$ cat config.mk
export PLATFORM = sky130hd
export DESIGN_NAME = move_to_front_list_search
export DESIGN_NICKNAME = d
export VERILOG_FILES = /design/src/hw/rtl/mtf_pkg.sv /design/src/hw/rtl/mtf_ram.sv /design/src/hw/rtl/mtf_scan_unit.sv /design/src/hw/rtl/move_to_front_list_search.sv
export SDC_FILE = /design/constraint.sdc
export NUM_CORES = 2
export LEC_CHECK = 0
export ABC_AREA = 1
export BUFFER_PORTS_ARGS = -buffer_cell sky130_fd_sc_hd__buf_2
export CORE_MARGIN = 3
export CORE_UTILIZATION = 31
export DETAILED_ROUTE_END_ITERATION = 10
export MAX_ROUTING_LAYER = met4
export SYNTH_ARGS = -nofsm -noshare
export SYNTH_HDL_FRONTEND = slang
export SYNTH_SLANG_ARGS = --single-unit
$ cat constraint.sdc
create_clock -name aclk -period 6.7 [get_ports aclk]
set_input_delay 0.67 -clock aclk [delete_from_list [all_inputs] [get_ports aclk]]
set_output_delay 0.67 -clock aclk [all_outputs]
set_load 0.005 [all_outputs]
$ cat src/hw/rtl/mtf_pkg.sv
`default_nettype none

package mtf_pkg;

    // List geometry
    localparam int DEPTH  = 64;
    localparam int ADDR_W = $clog2(DEPTH);
    localparam int LEN_W  = $clog2(DEPTH + 1);
    localparam int WORD_W = 32;
    localparam int POS_W  = 6;

    // Stream widths
    localparam int S_TDATA_W = 32;
    localparam int M_TDATA_W = 8;

    // Command codes carried on s_tuser
    localparam logic CMD_LOAD  = 1'b0;
    localparam logic CMD_QUERY = 1'b1;

    // Status from the shared compare/address unit to the sequencer
    typedef struct packed {
        logic              hit;    // read word equals the search value
        logic              last;   // pointer is at the tail of the list
        logic              first;  // pointer is at the front of the list
        logic [ADDR_W-1:0] inc;    // pointer + 1
        logic [ADDR_W-1:0] dec;    // pointer - 1
    } step_t;

endpackage

`default_nettype wire

$ cat src/hw/rtl/mtf_ram.sv
`default_nettype none

module mtf_ram #(
    parameter int WIDTH = 32,
    parameter int DEPTH = 64
) (
    input  wire logic                     aclk,
    input  wire logic                     we,
    input  wire logic [$clog2(DEPTH)-1:0] waddr,
    input  wire logic [WIDTH-1:0]         wdata,
    input  wire logic [$clog2(DEPTH)-1:0] raddr,
    output logic      [WIDTH-1:0]         rdata
);

    logic [WIDTH-1:0] mem [DEPTH];

    // One write port, one registered read port
    always_ff @(posedge aclk) begin
        if (we) begin
            mem[waddr] <= wdata;
        end
        rdata <= mem[raddr];
    end

endmodule

`default_nettype wire

$ cat src/hw/rtl/mtf_scan_unit.sv
`default_nettype none

module mtf_scan_unit (
    input  wire logic [mtf_pkg::WORD_W-1:0] rd_word,
    input  wire logic [mtf_pkg::WORD_W-1:0] key,
    input  wire logic [mtf_pkg::ADDR_W-1:0] ptr,
    input  wire logic [mtf_pkg::LEN_W-1:0]  len,
    output mtf_pkg::step_t                  step
);

    // Shared comparator and pointer arithmetic, used by scan and shift alike
    always_comb begin
        step.hit   = (rd_word == key);
        step.last  = ((mtf_pkg::LEN_W'(ptr) + mtf_pkg::LEN_W'(1)) == len);
        step.first = (ptr == '0);
        step.inc   = ptr + mtf_pkg::ADDR_W'(1);
        step.dec   = ptr - mtf_pkg::ADDR_W'(1);
    end

endmodule

`default_nettype wire

$ cat src/hw/rtl/move_to_front_list_search.sv
// Channel | Handshake          | tdata                  | tuser
// s_      | s_tvalid/s_tready  | [31:0] value (signed)  | [0] command (0 load, 1 query)
// m_      | m_tvalid/m_tready  | [5:0] position         | [0] found
//
// A load appends at the tail unless full. A query scans from the front to a hit
// or the tail, shifts the words ahead of a hit back one place, then writes the hit
// to the front and offers the result; the list RAM has one read and one write port.
// aresetn empties the list; RAM contents are not cleared.
// s_tready is low while a query is in flight; a held result stalls the
// block only when the next query finishes.
`default_nettype none

module move_to_front_list_search (
    input  wire logic                          aclk,
    input  wire logic                          aresetn,
    input  wire logic                          s_tvalid,
    output logic                               s_tready,
    input  wire logic [mtf_pkg::S_TDATA_W-1:0] s_tdata,   // [31:0] value
    input  wire logic [0:0]                    s_tuser,   // [0] command
    output logic                               m_tvalid,
    input  wire logic                          m_tready,
    output logic      [mtf_pkg::M_TDATA_W-1:0] m_tdata,   // [5:0] position
    output logic      [0:0]                    m_tuser    // [0] found
);

    localparam logic [1:0] ST_IDLE  = 2'd0;
    localparam logic [1:0] ST_SCAN  = 2'd1;
    localparam logic [1:0] ST_SHIFT = 2'd2;
    localparam logic [1:0] ST_DONE  = 2'd3;

    logic [1:0]                   state_reg, state_next;
    logic [mtf_pkg::ADDR_W-1:0]   ptr_reg, ptr_next;
    logic [mtf_pkg::LEN_W-1:0]    len_reg, len_next;
    logic [mtf_pkg::WORD_W-1:0]   val_reg, val_next;
    logic                         found_reg, found_next;
    logic [mtf_pkg::POS_W-1:0]    pos_reg, pos_next;
    logic                         m_tvalid_reg, m_tvalid_next;
    logic                         m_found_reg, m_found_next;
    logic [mtf_pkg::POS_W-1:0]    m_pos_reg, m_pos_next;

    logic                         ram_we;
    logic [mtf_pkg::ADDR_W-1:0]   ram_waddr, ram_raddr;
    logic [mtf_pkg::WORD_W-1:0]   ram_wdata, ram_rdata;
    mtf_pkg::step_t               step;
    logic                         s_word;

    assign s_tready = (state_reg == ST_IDLE);
    assign s_word   = s_tvalid && s_tready;
    assign m_tvalid = m_tvalid_reg;
    assign m_tdata  = mtf_pkg::M_TDATA_W'(m_pos_reg);
    assign m_tuser  = m_found_reg;

    mtf_ram #(
        .WIDTH (mtf_pkg::WORD_W),
        .DEPTH (mtf_pkg::DEPTH)
    ) u_list (
        .aclk  (aclk),
        .we    (ram_we),
        .waddr (ram_waddr),
        .wdata (ram_wdata),
        .raddr (ram_raddr),
        .rdata (ram_rdata)
    );

    mtf_scan_unit u_unit (
        .rd_word (ram_rdata),
        .key     (val_reg),
        .ptr     (ptr_reg),
        .len     (len_reg),
        .step    (step)
    );

    // Sequencer
    always_comb begin
        state_next    = state_reg;
        ptr_next      = ptr_reg;
        len_next      = len_reg;
        val_next      = val_reg;
        found_next    = found_reg;
        pos_next      = pos_reg;
        m_tvalid_next = m_tvalid_reg;
        m_found_next  = m_found_reg;
        m_pos_next    = m_pos_reg;
        ram_we        = 1'b0;
        ram_waddr     = '0;
        ram_wdata     = val_reg;
        ram_raddr     = '0;

        // result word leaves
        if (m_tvalid_reg && m_tready) begin
            m_tvalid_next = 1'b0;
        end

        case (state_reg)
            ST_IDLE: begin
                if (s_word) begin
                    val_next = s_tdata;
                    ptr_next = '0;
                    if (s_tuser[0] == mtf_pkg::CMD_LOAD) begin
                        // append at the tail unless full
                        if (len_reg < mtf_pkg::LEN_W'(mtf_pkg::DEPTH)) begin
                            ram_we    = 1'b1;
                            ram_waddr = mtf_pkg::ADDR_W'(len_reg);
                            ram_wdata = s_tdata;
                            len_next  = len_reg + mtf_pkg::LEN_W'(1);
                        end
                    end else begin
                        found_next = 1'b0;
                        pos_next   = '0;
                        state_next = (len_reg == '0) ? ST_DONE : ST_SCAN;
                    end
                end
            end
            ST_SCAN: begin
                // word at ptr_reg is on the read port
                if (step.hit) begin
                    found_next = 1'b1;
                    pos_next   = mtf_pkg::POS_W'(ptr_reg);
                    if (step.first) begin
                        state_next = ST_DONE;
                    end else begin
                        ram_raddr  = step.dec;
                        ptr_next   = step.dec;
                        state_next = ST_SHIFT;
                    end
                end else if (step.last) begin
                    state_next = ST_DONE;
                end else begin
                    ram_raddr = step.inc;
                    ptr_next  = step.inc;
                end
            end
            ST_SHIFT: begin
                // move word at ptr_reg back by one
                ram_we    = 1'b1;
                ram_waddr = step.inc;
                ram_wdata = ram_rdata;
                ram_raddr = step.dec;
                ptr_next  = step.dec;
                if (step.first) begin
                    state_next = ST_DONE;
                end
            end
            ST_DONE: begin
                // put the hit at the front; rewriting while stalled is harmless
                ram_we    = found_reg;
                ram_waddr = '0;
                ram_wdata = val_reg;
                if (!m_tvalid_reg || m_tready) begin
                    m_tvalid_next = 1'b1;
                    m_found_next  = found_reg;
                    m_pos_next    = pos_reg;
                    state_next    = ST_IDLE;
                end
            end
            default: begin
                state_next = ST_IDLE;
            end
        endcase
    end

    // Control registers
    always_ff @(posedge aclk) begin
        if (!aresetn) begin
            state_reg    <= ST_IDLE;
            len_reg      <= '0;
            m_tvalid_reg <= 1'b0;
        end else begin
            state_reg    <= state_next;
            len_reg      <= len_next;
            m_tvalid_reg <= m_tvalid_next;
        end
    end

    // Payload registers
    always_ff @(posedge aclk) begin
        ptr_reg     <= ptr_next;
        val_reg     <= val_next;
        found_reg   <= found_next;
        pos_reg     <= pos_next;
        m_found_reg <= m_found_next;
        m_pos_reg   <= m_pos_next;
    end

endmodule

`default_nettype wire

======== Word level (Yosys, flattened, before mapping) ========
Memories as Yosys holds them, arrays and structs flattened. A register that Yosys moved wholly into a read port is not among the register bits.
Cells that the tools add are included.
cells by class
  reduce and logical (&&, ||, !) cells .... 15
  mux-type cells .......................... 43
  equality and inequality tests ........... 13
  $add $sub $neg .......................... 4
  magnitude comparators ................... 1
  bitwise gates (word level) .............. 1
operators by type and width
  kind                                               number
  two-way mux 32 bit                                 3
  two-way mux 6 bit                                  13
  one-hot mux 32 bit (2 select lines)                1
  one-hot mux 6 bit (2 select lines)                 3
  equality test 32 bit                               1
  one-hot mux 6 bit (3 select lines)                 1
  two-way mux 2 bit                                  7
  two-way mux 1 bit                                  12
  AND reduction 4 bit                                3
  != test 3 bit, second input constant               3
  one-hot mux 2 bit (4 select lines)                 1
  adder 6 x 1 -> 7 bit, second input constant        1
  adder 7 x 1 -> 7 bit, second input constant        1
  equality test 7 bit                                1
  logical NOT 7 bit                                  1
  less-than comparator 7 bit, second input constant  1
  adder 6 x 1 -> 6 bit, second input constant        1
  logical NOT 6 bit                                  1
  != test 2 bit, second input constant               3
  subtractor 6 x 1 -> 6 bit, second input constant   1
  AND reduction 5 bit                                1
  equality test 2 bit, second input constant         2
  != test 2 x 1 -> 1 bit, second input constant      2
  AND reduction 2 bit                                2
  10 further kinds                                   11
storage, ports and cells
  memories kept ........................... 1
  register bits after elaboration ......... 62
  bits of input ports ..................... 37
  bits in writable memories ............... 2048
  word-level logic and storage cells ...... 87
  output and inout port bits .............. 11
memories
  name        depth  width  read ports  clocked after Yosys merged registers in  write ports  RTL line       text
  u_list.mem  64     32     1           1                                        1            mtf_ram.sv:15  logic [WIDTH-1:0] mem [DEPTH];

======== Depth between registers and ports, before layout ========
  depth in word-level cells ............... 7
  mapped depth ............................ 24
  mapped depth without buffers ............ 23

======== Modules after synthesis ========
A second synthesis with hierarchy kept.
unflattened totals
  cells, all modules ...................... 7424
  area, all modules ....................... 87341.3 µm²
by module, submodules not included
  module                     seq. area each (µm²)  area an instance (µm²)  cells each  times used
  mtf_ram                    62139.6               82738.1                 6769        1
  move_to_front_list_search  1761.7                3590.9                  429         1
  mtf_scan_unit              0.0                   1012.2                  226         1

======== Worst setup path after synthesis ========
OpenSTA, ideal clock, no wires.
  kind .................................... register -> register
  start point ............................. register state_reg[0]
  end point ............................... memory u_list.mem[40][0], enable pin
  period minus slack after synthesis ...... 4.098 ns
  cell stages (with the launch flop) ...... 11
  setup time .............................. 0.421 ns
  arrival time ............................ 3.677 ns
  data required time ...................... 6.279 ns
  path buffers ............................ 2
  setup slack ............................. 2.602 ns
  path through ............................ dfxtp_1 inv_1 ha_1 clkbuf_1 nand2_1 nor3_1 inv_1 clkbuf_1 o22ai_1 nand3_1 nor2_1
between the ends
  word-level cells in the longest chain between the ends .. 6
  elaborated cells on any way between the ends .. 10
  classes of those cells .................. eq/ne: 2; mux: 6; reduce/logical: 2
RTL lines
  what                                     RTL line                          text
  start: declaration                       move_to_front_list_search.sv:31   logic [1:0] state_reg, state_next;
  start signal: assignment                 move_to_front_list_search.sv:169  state_reg <= state_next;
  logical NOT 2 bit *                      move_to_front_list_search.sv:47   assign s_tready = (state_reg == ST_IDLE);
  net s_tready                             move_to_front_list_search.sv:17   output logic s_tready,
  logical AND 1 bit                        move_to_front_list_search.sv:48   assign s_word = s_tvalid && s_tready;
  two-way mux 1 bit                        move_to_front_list_search.sv:96   if (s_word) begin
  one-hot mux 1 bit (3 select lines)       move_to_front_list_search.sv:94   case (state_reg)
  two-way mux 1 bit                        mtf_ram.sv:19                     if (we) begin
  two-way mux 1 bit (implied by the code)  mtf_ram.sv:20                     mem[waddr] <= wdata;
  end: declaration                         mtf_ram.sv:15
The timed path passes the listed nets; every way through them passes the cells marked *.

======== Final worst setup path ========
  start point ............................. register u_list.rdata[8] (read register of u_list.mem)
  end point ............................... register u_list.rdata[4] (read register of u_list.mem)
between the ends
  word-level cells in the longest chain between the ends .. 3
RTL lines
  what                                RTL line                          text
  start: declaration                  mtf_ram.sv:12                     output logic [WIDTH-1:0] rdata
  equality test 32 bit                mtf_scan_unit.sv:13               step.hit = (rd_word == key);
  two-way mux 6 bit                   move_to_front_list_search.sv:116  if (step.hit) begin
  one-hot mux 6 bit (2 select lines)  move_to_front_list_search.sv:94
Every way passes these cells.
A chain may end at the register's enable or synchronous reset.

==> impl_metrics.py <==
metrics = {
    "status": {
        "status": "completed",
    },
    "run": {
        "cap_violations": 0,
    },
    "clock_network": {
        "clock-sinks": 2142,
        "post_cts_resized": 0,
        "clk_latency_ps": 910,
        "numCtsBuffers": 221,
        "cts_hold_buffers": 19,
        "cts_tree": "yes",
        "cts_setup_buffers": 0,
        "clockBufferDepth": 3,
        "cts.htree.levels": 4,
        "cts_root_buf": "clkbuf_16",
        "clkTransAtPathRegs_ps": 60,
    },
    "sta": {
        "finalSetupTns_ps": 0,
        "worstMarginPinSlew_ps": 1340,
        "finalCritPeriodShare": 0.842,
        "skew_ps": 79.7,
        "grt_setup_unrepaired": "false",
        "layout_setup_ws_ps": 1060,
        "slew_viol_final": 0,
        "slew_headroom": 0.101,
        "setup_viol": 0,
        "period_needed_ps": 5640,
        "fmax_mhz": 177,
        "final-hold-violation-count": 0,
    },
    "critical_path": {
        "cpPeakStageDelay_ps": 970,
        "critPathTopFamily": "simple AND/OR/NAND/NOR gates",
        "crit_top_cell": "nand3_1",
        "timing.rr.end": "u_list.rdata[4]",
        "reg2regPathDepth": 18,
        "crit_path_end": "u_list.rdata[4]",
        "crit_fanout": 54,
        "ff2ff_setup_slack_ps": 1060,
        "arrival_ps": 6380,
        "crit_chain": "xnor2_1 -> nand2_1 -> nor2_1 -> nand2_1 -> nor2_1 -> nand2_2 -> inv_2 -> nand2_1 -> nand3_1 -> nand3_4 -> buf_4 -> buf_4 -> nand3_1 -> nand3_1 -> nand3_1 -> nand3_1 -> nand3_1 -> nand2_1",
        "cp-start-kind": "flip-flop",
        "crit_required_ps": 7440,
        "r2r_start": "u_list.rdata[8]",
        "critical_path_depth": 18,
        "crit_buf_inv": 3,
        "cpMaxStageDelayCell": "nand3_4",
        "critPathKind": "flip-flop to flip-flop",
        "crit_path_end_kind": "flip-flop",
        "worstSetupStartpoint": "u_list.rdata[8]",
    },
    "power": {
        "p_clk_frac": 0.248,
        "p_int_uw": 29000,
        "netSwitchingFraction": 0.403,
        "leakage_uw": 0.0414,
        "ir_drop_v": 0.000710,
        "p_sw_uw": 19600,
        "powerDensity_mw_per_mm2": 454,
        "p_comb_frac": 0.362,
        "pwr-share-seq": 0.390,
    },
    "detailed_routing": {
        "drt_iter0_markers": 7731,
        "wl_um": 285000,
        "num_vias": 65258,
        "routed_via_density": 5.09,
        "drt_first_pass_iters": 6,
        "drc": 0,
        "detail-route-antenna-nets": 0,
        "wire_per_inst_um": 22.2,
    },
    "place": {
        "pre_cts_slack_ps": 1260,
        "port-buffer-count": 45,
        "dp_hpwl_um": 154000,
        "placed_area_mm2": 0.0999,
        "gp_congestion": 0.863,
        "dp.cells": 12380,
    },
    "die": {
        "initial_core_util": 0.312,
        "num_rows": 202,
        "fp.coreArea_mm2": 0.303,
        "dieHeight_um": 558,
        "io-pin-count": 48,
        "die_w_um": 558,
        "dieArea_mm2": 0.312,
    },
    "global_routing": {
        "antenna_found_initial": 22,
        "busiest_layer": "met2",
        "grt_start_max_net_pins": 201,
        "grt_pass1_vias": 62359,
        "grt_pass1_wl_um": 418000,
        "grtUsageMet1": 0.240,
        "grt-ovfl-total": 0,
        "grt_usage": 0.183,
        "use_met3": 0.0288,
        "use_met2": 0.285,
    },
    "synthesis": {
        "synth_top_area_share": 0.667,
        "avgSynthCellArea_um2": 10.9,
        "synth.most_common_cell": "nand3_1",
        "synthDistinctLibCells": 36,
        "netlist_instances": 8714,
        "yosys_warnings": 0,
        "synth_area_leaders": "edfxtp_1, nand3_1, nand2_1, inv_1, nand3b_1",
        "synth-seq-cells": 2142,
        "synth_commonest_cells": "nand3_1, edfxtp_1, nand2_1",
        "synth_edf_count": 2100,
        "synth_ff_type": "edfxtp_1",
        "async_flop_share": 0,
        "syn-cell-area_mm2": 0.0946,
        "synth_top_cell_by_area": "edfxtp_1",
        "ys_seq_area_frac": 0.676,
    },
    "cells_and_area": {
        "fin_cells": 12832,
        "final_util": 0.354,
        "nNetsFinal": 8690,
        "drive_gt1_frac": 0.0746,
        "largest_reg_flops": 2048,
        "area_delta_synth_final_pct": 13.5,
        "final_area_mm2": 0.107,
    },
    "min_path": {
        "min_path_type": "input port to flip-flop",
    },
}
[power groups by stage]
stage	Combinational [uW]	Clock, uW	Sequential [uW]
detailed placement	17300	0	19200
global placement	17100	0	19200
finish	17600	12100	19000
floorplan	10300	0	19500
CTS	17400	12200	19000
global route	19000	12800	19000
[cells by family (layout without fill, tap and decap cells)]
kind of cell             after synthesis  in the layout  synth area share
other                                  1             21         0.0000397
AO/OA/AOI/OAI                        124            124           0.00782
buffers and inverters               1964           2084            0.0833
AND/OR/NAND/NOR                     4456           4456             0.230
flip-flops                          2142           2142             0.676
XOR/XNOR                              18             18           0.00167
adder cells (fa/ha/maj)                9              9           0.00119
[worst min path at each step]
| stage | startpoint | endpoint | slack (ps) | depth (start not counted) |
|---|---|---|---|---|
| floorplan | pos_reg[0] | m_pos_reg[0] | 400 | 0 |
| global placement | pos_reg[1] | m_pos_reg[1] | 400 | 0 |
| detailed placement | pos_reg[2] | m_pos_reg[2] | 410 | 0 |
| CTS | s_tdata[1] | val_reg[1] | 40 | 1 |
| global route | s_tdata[31] | val_reg[31] | 30 | 1 |
| finish | s_tdata[31] | val_reg[31] | 50 | 1 |
[per-stage QoR]
step	hold slack, ps	power, uW
floorplan	400	29800
global placement	404	36300
detailed placement	406	36600
CTS	36.5	48600
global route	25.5	50700
finish	46.3	48700
[layer usage]
metal / routed length (um) / up-vias / part of all wire
li1: - / 29462 / -
met3: 24700 / 569 / 0.087
met5: 0 / - / 0
met2: 132000 / 3065 / 0.47
met1: 117000 / 32162 / 0.41
met4: 10900 / 0 / 0.038
[final cells by class]
cell class | count | area (um2)
antenna | 19 | 47.5
clock buffer | 310 | 6060
clock inverter | 104 | 1080
fill | 29489 | 196000
inverter | 1411 | 5310
multi-input combinational | 4609 | 23700
sequential | 2142 | 63900
tap | 3978 | 4980
timing repair buffer | 259 | 2250
[worst reg2reg max path, delay by kind of cell, from the launching register on]
kind,cells,cell delay [ps]
flops,1,570
simple gates,14,3610
buf+inv,3,1130
xor+xnor,1,170
[cell usage in the layout (no fill, tap or decap), drive strengths merged, types with 2 or more instances in the layout]
master,synthesis,routed
conb,1,2
nand4,4,4
nand2,1567,1567
bufinv,0,10
dlygate4sd3,0,19
o221ai,17,17
ha,9,9
a21oi,34,34
inv,1410,1414
o211ai,15,15
xor2,2,2
diode,0,19
o22ai,4,4
nand3b,608,608
nor4,2,2
o21ai,49,49
nand3,2157,2157
dfxtp,42,42
a31oi,3,3
buf,368,240
xnor2,16,16
clkinv,1,90
nor2,112,112
clkbuf,185,310
nor3,4,4
a211oi,2,2
edfxtp,2100,2100
Power figures use the tool's default switching activity.
